File: config.mk
export PLATFORM = sky130hd
export DESIGN_NAME = status_led_blink_controller
export DESIGN_NICKNAME = d
export VERILOG_FILES = /design/src/sv/slbc_pkg.sv /design/src/sv/slbc_regs.sv /design/src/sv/slbc_core.sv /design/src/sv/slbc_color.sv /design/src/sv/status_led_blink_controller.sv
export SDC_FILE = /design/constraint.sdc
export NUM_CORES = 1
export LEC_CHECK = 0
export ABC_AREA = 1
export BUFFER_PORTS_ARGS = -buffer_cell sky130_fd_sc_hd__buf_2
export CAP_MARGIN = 20
export CORE_MARGIN = 4
export CORE_UTILIZATION = 53
export CTS_CLUSTER_DIAMETER = 80
export CTS_CLUSTER_SIZE = 10
export DETAILED_ROUTE_END_ITERATION = 10
export PLACE_DENSITY = 0.8
export SLEW_MARGIN = 10
export SYNTH_ARGS = -nofsm -noshare
export SYNTH_HDL_FRONTEND = slang
export SYNTH_HIERARCHICAL = 1
export SYNTH_SLANG_ARGS = --single-unit
File: constraint.sdc
create_clock -name clk -period 3.2 [get_ports clk]
set_input_delay 0.32 -clock clk [delete_from_list [all_inputs] [get_ports clk]]
set_output_delay 0.32 -clock clk [all_outputs]
set_load 0.005 [all_outputs]
File: src/sv/slbc_pkg.sv
// shared types, constants and the color table for the status led blink controller
// no dependencies; used by every module of the block
`timescale 1ns / 1ps

package slbc_pkg;

  localparam int TICK_COUNT_BITS_DEF = 16;
  localparam int CFG_DATA_W = 16;
  localparam int CFG_INDEX_W = 2;

  // register indexes
  localparam logic [CFG_INDEX_W-1:0] REG_DIM_SHIFT = 2'd0;
  localparam logic [CFG_INDEX_W-1:0] REG_FAST_HALF = 2'd1;
  localparam logic [CFG_INDEX_W-1:0] REG_MEDIUM_HALF = 2'd2;
  localparam logic [CFG_INDEX_W-1:0] REG_SLOW_HALF = 2'd3;

  // input kinds
  localparam logic KIND_TICK = 1'b0;
  localparam logic KIND_CMD = 1'b1;

  // light modes
  localparam logic [2:0] MODE_OFF = 3'd0;
  localparam logic [2:0] MODE_ON = 3'd1;
  localparam logic [2:0] MODE_BLINK4 = 3'd2;
  localparam logic [2:0] MODE_BLINK2 = 3'd3;
  localparam logic [2:0] MODE_BLINK1 = 3'd4;

  localparam logic [3:0] COLOR_BLACK = 4'd0;

  // reset values of the registers
  localparam logic [2:0] DIM_SHIFT_RST = 3'd2;
  localparam logic [15:0] FAST_HALF_RST = 16'd125;
  localparam logic [15:0] MEDIUM_HALF_RST = 16'd250;
  localparam logic [15:0] SLOW_HALF_RST = 16'd500;

  typedef struct packed {
    logic       kind;
    logic [2:0] mode;
    logic [3:0] color;
  } in_t;

  typedef struct packed {
    logic [7:0] red;
    logic [7:0] green;
    logic [7:0] blue;
    logic       lit;
  } out_t;

  typedef struct packed {
    logic [2:0]  dim_shift;
    logic [15:0] fast_half_period;
    logic [15:0] medium_half_period;
    logic [15:0] slow_half_period;
  } cfg_t;

  // light state after the current transfer, handed to the color stage
  typedef struct packed {
    logic       lit;
    logic [3:0] color;
  } light_t;

  typedef struct packed {
    logic [7:0] r;
    logic [7:0] g;
    logic [7:0] b;
  } rgb_t;

  function automatic rgb_t color_rgb(input logic [3:0] c);
    rgb_t v;
    case (c)
      4'd1:    v = '{8'h00, 8'h00, 8'hFF};
      4'd2:    v = '{8'h00, 8'hFF, 8'hFF};
      4'd3:    v = '{8'h00, 8'hFF, 8'h00};
      4'd4:    v = '{8'hFF, 8'h00, 8'hFF};
      4'd5:    v = '{8'hFF, 8'h70, 8'h00};
      4'd6:    v = '{8'h80, 8'h00, 8'hFF};
      4'd7:    v = '{8'hFF, 8'h00, 8'h00};
      4'd8:    v = '{8'h80, 8'h80, 8'h80};
      4'd9:    v = '{8'hFF, 8'hFF, 8'h00};
      default: v = '{8'h00, 8'h00, 8'h00};
    endcase
    return v;
  endfunction

endpackage

File: src/sv/slbc_regs.sv
// configuration registers: dim shift and the three blink half periods
// depends on slbc_pkg
`timescale 1ns / 1ps

module slbc_regs (
  input  logic                               clk,
  input  logic                               rst,
  input  logic                               cfg_we,
  input  logic [slbc_pkg::CFG_INDEX_W-1:0]   cfg_index,
  input  logic [slbc_pkg::CFG_DATA_W-1:0]    cfg_data,
  output slbc_pkg::cfg_t                     cfg
);

  always_ff @(posedge clk) begin
    if (rst) begin
      cfg.dim_shift <= slbc_pkg::DIM_SHIFT_RST;
      cfg.fast_half_period <= slbc_pkg::FAST_HALF_RST;
      cfg.medium_half_period <= slbc_pkg::MEDIUM_HALF_RST;
      cfg.slow_half_period <= slbc_pkg::SLOW_HALF_RST;
    end else if (cfg_we) begin
      unique case (cfg_index)
        slbc_pkg::REG_DIM_SHIFT:   cfg.dim_shift <= cfg_data[2:0];
        slbc_pkg::REG_FAST_HALF:   cfg.fast_half_period <= cfg_data;
        slbc_pkg::REG_MEDIUM_HALF: cfg.medium_half_period <= cfg_data;
        slbc_pkg::REG_SLOW_HALF:   cfg.slow_half_period <= cfg_data;
        default: ;
      endcase
    end
  end

endmodule

File: src/sv/slbc_core.sv
// mode stack, blink toggle and tick counter; gives the light state after each transfer
// depends on slbc_pkg
`timescale 1ns / 1ps

module slbc_core #(
  parameter int TICK_COUNT_BITS = slbc_pkg::TICK_COUNT_BITS_DEF
) (
  input  logic                clk,
  input  logic                rst,
  input  logic                accept,
  input  slbc_pkg::in_t       item,
  input  slbc_pkg::cfg_t      cfg,
  output slbc_pkg::light_t    light_next
);

  localparam int INC_W = TICK_COUNT_BITS + 1;
  localparam int CMP_W = (INC_W > 16) ? INC_W : 16;

  logic [2:0]                 cur_mode, cur_mode_next;
  logic [3:0]                 cur_color, cur_color_next;
  logic [2:0]                 saved_mode, saved_mode_next;
  logic [3:0]                 saved_color, saved_color_next;
  logic                       light_on, light_on_next;
  logic [TICK_COUNT_BITS-1:0] elapsed, elapsed_next;

  logic [INC_W-1:0] cnt_inc;
  logic [15:0]      half;
  logic             is_blink;
  logic             period_hit;

  always_comb begin
    cnt_inc = {1'b0, elapsed} + INC_W'(1);
    case (cur_mode)
      slbc_pkg::MODE_BLINK4: half = cfg.fast_half_period;
      slbc_pkg::MODE_BLINK2: half = cfg.medium_half_period;
      default:               half = cfg.slow_half_period;
    endcase
    is_blink = (cur_mode >= slbc_pkg::MODE_BLINK4) && (cur_mode <= slbc_pkg::MODE_BLINK1);
    // a carry out of the counter means it saturated
    period_hit = (CMP_W'(cnt_inc) >= CMP_W'(half)) || cnt_inc[TICK_COUNT_BITS];

    cur_mode_next = cur_mode;
    cur_color_next = cur_color;
    saved_mode_next = saved_mode;
    saved_color_next = saved_color;
    light_on_next = light_on;
    elapsed_next = elapsed;

    if (accept) begin
      if (item.kind == slbc_pkg::KIND_CMD) begin
        if (item.mode <= slbc_pkg::MODE_BLINK1) begin
          if (item.mode != slbc_pkg::MODE_OFF) begin
            saved_mode_next = cur_mode;
            saved_color_next = cur_color;
            cur_mode_next = item.mode;
            cur_color_next = item.color;
          end else begin
            cur_mode_next = saved_mode;
            cur_color_next = saved_color;
            saved_mode_next = slbc_pkg::MODE_OFF;
            saved_color_next = slbc_pkg::COLOR_BLACK;
          end
          elapsed_next = '0;
          // one blink step under the new mode
          if (cur_mode_next == slbc_pkg::MODE_OFF) begin
            light_on_next = 1'b0;
          end else if (cur_mode_next == slbc_pkg::MODE_ON) begin
            light_on_next = 1'b1;
          end else begin
            light_on_next = !light_on;
          end
        end
      end else if (is_blink) begin
        if (period_hit) begin
          light_on_next = !light_on;
          elapsed_next = '0;
        end else begin
          elapsed_next = cnt_inc[TICK_COUNT_BITS-1:0];
        end
      end
    end
  end

  always_ff @(posedge clk) begin
    if (rst) begin
      cur_mode <= slbc_pkg::MODE_OFF;
      cur_color <= slbc_pkg::COLOR_BLACK;
      saved_mode <= slbc_pkg::MODE_OFF;
      saved_color <= slbc_pkg::COLOR_BLACK;
      light_on <= 1'b0;
      elapsed <= '0;
    end else begin
      cur_mode <= cur_mode_next;
      cur_color <= cur_color_next;
      saved_mode <= saved_mode_next;
      saved_color <= saved_color_next;
      light_on <= light_on_next;
      elapsed <= elapsed_next;
    end
  end

  assign light_next.lit = light_on_next;
  assign light_next.color = cur_color_next;

endmodule

File: src/sv/slbc_color.sv
// color lookup and dimming: turns the light state into drive levels
// depends on slbc_pkg
`timescale 1ns / 1ps

module slbc_color (
  input  slbc_pkg::light_t light,
  input  logic [2:0]       dim_shift,
  output slbc_pkg::out_t   result
);

  slbc_pkg::rgb_t rgb;

  always_comb begin
    rgb = slbc_pkg::color_rgb(light.color);
    if (light.lit) begin
      result.red = rgb.r >> dim_shift;
      result.green = rgb.g >> dim_shift;
      result.blue = rgb.b >> dim_shift;
    end else begin
      result.red = '0;
      result.green = '0;
      result.blue = '0;
    end
    result.lit = light.lit;
  end

endmodule

File: src/sv/status_led_blink_controller.sv
// status led blink controller: one result per transfer, output valid in the cycle after the
// input transfer; throughput one item per cycle while the receiver takes results, the output register frees
// whenever its result is taken in the same cycle
// reset (synchronous, active high) clears mode, saved pair, light and tick count,
// loads the register defaults and empties the output register
// depends on slbc_pkg, slbc_regs, slbc_core, slbc_color
`timescale 1ns / 1ps

module status_led_blink_controller #(
  parameter int TICK_COUNT_BITS = slbc_pkg::TICK_COUNT_BITS_DEF
) (
  input  logic                               clk,
  input  logic                               rst,
  input  logic                               in_valid,
  output logic                               in_ready,
  input  slbc_pkg::in_t                      in_data,
  output logic                               out_valid,
  input  logic                               out_ready,
  output slbc_pkg::out_t                     out_data,
  input  logic                               cfg_we,
  input  logic [slbc_pkg::CFG_INDEX_W-1:0]   cfg_index,
  input  logic [slbc_pkg::CFG_DATA_W-1:0]    cfg_data
);

  slbc_pkg::cfg_t   cfg;
  slbc_pkg::light_t light_next;
  slbc_pkg::out_t   result;
  logic             accept;

  assign in_ready = !rst && (!out_valid || out_ready);
  assign accept = in_valid && in_ready;

  slbc_regs u_regs (
    .clk       (clk),
    .rst       (rst),
    .cfg_we    (cfg_we),
    .cfg_index (cfg_index),
    .cfg_data  (cfg_data),
    .cfg       (cfg)
  );

  slbc_core #(
    .TICK_COUNT_BITS (TICK_COUNT_BITS)
  ) u_core (
    .clk        (clk),
    .rst        (rst),
    .accept     (accept),
    .item       (in_data),
    .cfg        (cfg),
    .light_next (light_next)
  );

  slbc_color u_color (
    .light     (light_next),
    .dim_shift (cfg.dim_shift),
    .result    (result)
  );

  always_ff @(posedge clk) begin
    if (rst) begin
      out_valid <= 1'b0;
    end else if (accept) begin
      out_valid <= 1'b1;
    end else if (out_ready) begin
      out_valid <= 1'b0;
    end
  end

  always_ff @(posedge clk) begin
    if (accept) begin
      out_data <= result;
    end
  end

endmodule

==> qor.csv <==
stage;metric;value;unit
synth;synth_flop_cell;sky130_fd_sc_hd__dfxtp_1;
critical_path;worstSetupPathType;register to register;
critical_path;cp_top_family;simple AND/OR/NAND/NOR gates;
synth;area_fraction_of_the_dominant_cell_type_after_synthesis;29.6;%
cells_and_area;final_core_util;63.7;%
sta;finalWorstPathRequiredPeriod;3.09;ns
cells_and_area;share_of_post_route_cells_with_drive_strength_above_1;24.3;%
sta;share_of_the_cycle_needed_by_the_critical_path_after_routing;96.4;%
critical_path;worstPathRequired;3.29;ns
critical_path;path_cells;ha_4, nand2_2, nor2_4, nand3_2, nor2_2, xnor2_1, inv_1, ha_4, nand2_2, nor2_2, nand3_2, inv_2, nand2_2, nand2_2, nor2_2, nand2_2, nand3_1, nand3_1, nand2_1, nand2_2, inv_2, buf_6, nand2_4, a21oi_1;
route;drt-wirelength-per-cell;13.9;µm
sta;hold_violations;0;
global_route;grt_util_all_layers;20.9;%
floorplan;chipHeight;111;µm
flow_run;max_cap_violations;0;
route;total_wire_length_after_detailed_routing;13500;µm
floorplan;io_pins;58;
route;initialDrtViolationCount;434;
sta;slew_worst_pin;0.726;ns
clocking;clock_tree_root;sky130_fd_sc_hd__clkbuf_8;
sta;finalWorstSetupSlack;0.115;ns
power_and_ir_drop;clock_power_share;30.9;%
clocking;clkLatencyLatePin;0.37;ns
critical_path;critPathCaptureType;register;
clocking;cts_inserted_buffers;9;
route;drc;0;
route;first_pass_iters;5;
floorplan;die_width;111;µm
critical_path;worstPathBufferInverterCount;4;
placed_design;gp_routability_congestion;0.913;
synth;synth.cells.most_frequent;sky130_fd_sc_hd__nand2_1, sky130_fd_sc_hd__nor2_1, sky130_fd_sc_hd__dfxtp_1;
critical_path;r2r.worst_path.cells;24;
cells_and_area;num_antenna_cells;0;
critical_path;timing.critical_path.from;u_core/elapsed[0]$_SDFFE_PP0P_;
sta;slew_headroom;51.5;%
clocking;maximum_buffer_depth_of_the_clock_tree;2;
worst_hold_path;hold_path.startpoint;cfg_data[7];
global_route;grt_start_max_net_pins;52;
cells_and_area;final_design_area_excluding_fillers;6580;µm²
power_and_ir_drop;cellInternalPower;1.96;mW
global_route;grt.overflow.total;0;
route;route.detailed.vias_per_inst;5.31;
placed_design;place.port_buffers;57;
power_and_ir_drop;pwr-share-seq;54.7;%
power_and_ir_drop;swShare;27.8;%
route;vias;5162;
synth;seq_area_frac_synth;42.9;%
power_and_ir_drop;netSwitchingPower;754;µW
synth;synth_top_area_cells;sky130_fd_sc_hd__dfxtp_1, sky130_fd_sc_hd__nand2_1, sky130_fd_sc_hd__edfxtp_1;
sta;timing.clock.skew;0.0113;ns
synth;synth_async_sr_flop_share;0;%
clocking;cts.reportedPaths.clkPinSlew;0.10;ns
sta;finalSetupViolCount;0;
critical_path;critical_path.reg2reg.startpoint;u_core/elapsed[0]$_SDFFE_PP0P_;
critical_path;path_max_fanout;6;
floorplan;initial_utilization;54.4;%
critical_path;largest_incremental_delay_on_the_critical_path;0.41;ns
power_and_ir_drop;combPwrFrac;14.4;%
synth;netlist.top_cell.by_area;sky130_fd_sc_hd__dfxtp_1;
critical_path;timing.rr.end;out_data[20]$_DFFE_PP_;
critical_path;kind_of_start_point_of_the_critical_path;register;
synth;syn_area_per_cell;7.39;µm²
outcome;run_status;completed;
global_route;number_of_global_route_vias_before_repair;4915;
placed_design;post-dp-hpwl;8990;µm
cells_and_area;final_nets;883;
sta;fin_tns_setup;0;ns
critical_path;critical_path_s_most_frequent_cell;sky130_fd_sc_hd__nand2_2;
worst_hold_path;min-delay-path-class;input port to register;
sta;timing.fmax;0.324;GHz
sta;grt_setup_unrepaired;yes;
route;final_antenna_net_count;0;
floorplan;core.rowCount;37;
critical_path;critical_path.slowest_cell;sky130_fd_sc_hd__dfxtp_4;
worst_hold_path;min_delay_worst_endpoint;u_regs/cfg[7]$_SDFFE_PP1P_;
power_and_ir_drop;p_per_area;412;nW/µm²
cells_and_area;area_delta_synth_final;17.0;%
clocking;clock_h_tree_levels;3;
clocking;cts_tree;built;
global_route;antenna_found_initial;0;
power_and_ir_drop;ir_worst_vdd;0.000236;V
worst_hold_path;min_delay_path_depth;3;
sta;final-max-slew-violation-count;0;
critical_path;rrSetupSlack;0.11;ns
power_and_ir_drop;static-leakage-power;3.10;nW
synth;post_synth_num_cell_types;36;
placed_design;placement.cell_area;6020;µm²
global_route;grt_first_pass_wirelength;21700;µm
synth;syn-cell-area;5620;µm²
floorplan;die_area;12300;µm²
critical_path;data_arrival_time_at_the_worst_slack_endpoint;3.18;ns
floorplan;design.core.area;10300;µm²
synth;yosys_warnings;6;
synth;synth.most_common_cell;sky130_fd_sc_hd__nand2_1;
sta;worst_hold_slack;0.187;ns
clocking;clkSinkCount;108;
placed_design;dpl_worst_slack;-0.0532;ns
synth;synth_edf_count;25;
synth;synthesized_nets;811;
synth;synth.ff_latch_count;108;
synth;synthCells;760;
-- area by class of cell --
type,instances,area [µm²]
fill,862,3750
multi-input combinational,540,2900
sequential,108,2430
timing repair buffer,90,563
inverter,83,312
tap,136,170
clock buffer,9,124
clock inverter,7,73.8
-- what timing repair did --
item | CTS | global route
setup buffers | 1 | 17
hold buffers | 0 | 0
endpoints found under the setup margin | 20 | 25
pin swaps | 1 | 17
gates resized for setup | 7 | 62
-- stage by stage --
stage	total power, mW	cells
after detailed placement	1.86	939
after CTS	2.70	956
after floorplan	1.76	760
after global placement	1.85	939
after global routing	2.84	973
final	2.71	973
-- power groups by stage --
stage / registers [mW] / clock network, mW / logic (mW)
3_5_place_dp: 1.51 / 0 / 0.351
2_1_floorplan: 1.51 / 0 / 0.253
4_1_cts: 1.48 / 0.858 / 0.355
5_1_grt: 1.49 / 0.914 / 0.436
3_3_place_gp: 1.51 / 0 / 0.337
6_report: 1.48 / 0.838 / 0.391
-- worst max-delay path by stage --
stage | to | slack [ns] | cells after the start
finish | out_data[20]$_DFFE_PP_ | 0.11 | 24
global route | out_data[10]$_DFFE_PP_ | -0.06 | 25
CTS | out_data[3]$_DFFE_PP_ | 0.008 | 24
detailed placement | out_data[6]$_DFFE_PP_ | -0.05 | 23
global placement | out_data[6]$_DFFE_PP_ | 0.05 | 24
floorplan | out_data[3]$_DFFE_PP_ | 0.005 | 14
-- kinds of logic after synthesis --
group	after synthesis	share of synthesized area (%)
adder cells (fa/ha/maj)	20	4.45
flip-flops	108	42.9
XOR/XNOR	13	2.03
AND/OR/NAND/NOR	398	30.3
buffers and inverters	112	8.44
AO/OA/AOI/OAI	109	11.8
-- worst reg2reg max path: stages, from the launching register on --
cell and delay (ns):
sky130_fd_sc_hd__dfxtp_4 0.41, sky130_fd_sc_hd__ha_4 0.15, sky130_fd_sc_hd__nand2_2 0.07, sky130_fd_sc_hd__nor2_4 0.15
sky130_fd_sc_hd__nand3_2 0.11, sky130_fd_sc_hd__nor2_2 0.13, sky130_fd_sc_hd__xnor2_1 0.12, sky130_fd_sc_hd__inv_1 0.11
sky130_fd_sc_hd__ha_4 0.28, sky130_fd_sc_hd__nand2_2 0.06, sky130_fd_sc_hd__nor2_2 0.14, sky130_fd_sc_hd__nand3_2 0.11
sky130_fd_sc_hd__inv_2 0.07, sky130_fd_sc_hd__nand2_2 0.05, sky130_fd_sc_hd__nand2_2 0.07, sky130_fd_sc_hd__nor2_2 0.04
sky130_fd_sc_hd__nand2_2 0.12, sky130_fd_sc_hd__nand3_1 0.09, sky130_fd_sc_hd__nand3_1 0.09, sky130_fd_sc_hd__nand2_1 0.06
sky130_fd_sc_hd__nand2_2 0.07, sky130_fd_sc_hd__inv_2 0.06, sky130_fd_sc_hd__buf_6 0.14, sky130_fd_sc_hd__nand2_4 0.09
sky130_fd_sc_hd__a21oi_1 0.05
-- per-layer routing --
layer / share of wire (%) / track usage [%]
met2: 51 / 36.9
met3: 5.7 / 4.31
met5: 0 / 0
met1: 42 / 24.8
met4: 2.1 / 7.96
-- cells in the final DEF, fill, tap and decap left out, types with 6 or more instances in the layout --
master,instances
sky130_fd_sc_hd__nand2_1,193
sky130_fd_sc_hd__nor2_1,97
sky130_fd_sc_hd__inv_1,75
sky130_fd_sc_hd__dfxtp_1,71
sky130_fd_sc_hd__buf_2,57
sky130_fd_sc_hd__a21oi_1,51
sky130_fd_sc_hd__nand3_1,44
sky130_fd_sc_hd__nand2_2,26
sky130_fd_sc_hd__buf_4,26
sky130_fd_sc_hd__edfxtp_1,25
sky130_fd_sc_hd__ha_1,18
sky130_fd_sc_hd__a22o_1,15
sky130_fd_sc_hd__o21ai_0,14
sky130_fd_sc_hd__nor2_2,12
sky130_fd_sc_hd__a21oi_2,10
sky130_fd_sc_hd__dfxtp_2,10
sky130_fd_sc_hd__clkbuf_8,9
sky130_fd_sc_hd__xor2_1,8
sky130_fd_sc_hd__a211oi_1,8
sky130_fd_sc_hd__inv_2,7
sky130_fd_sc_hd__nor2_4,7
sky130_fd_sc_hd__buf_6,6
sky130_fd_sc_hd__or2_2,6
-- sequential cells by signal, indices dropped and copies added, names as in the netlist, 3 cells and up --
register and cells:
u_regs/cfg 51, out_data 25, u_core/elapsed 16, u_core/cur_color 4, u_core/saved_color 4, u_core/cur_mode 3
u_core/saved_mode 3
Note: power is estimated with default switching activity, not from simulation.
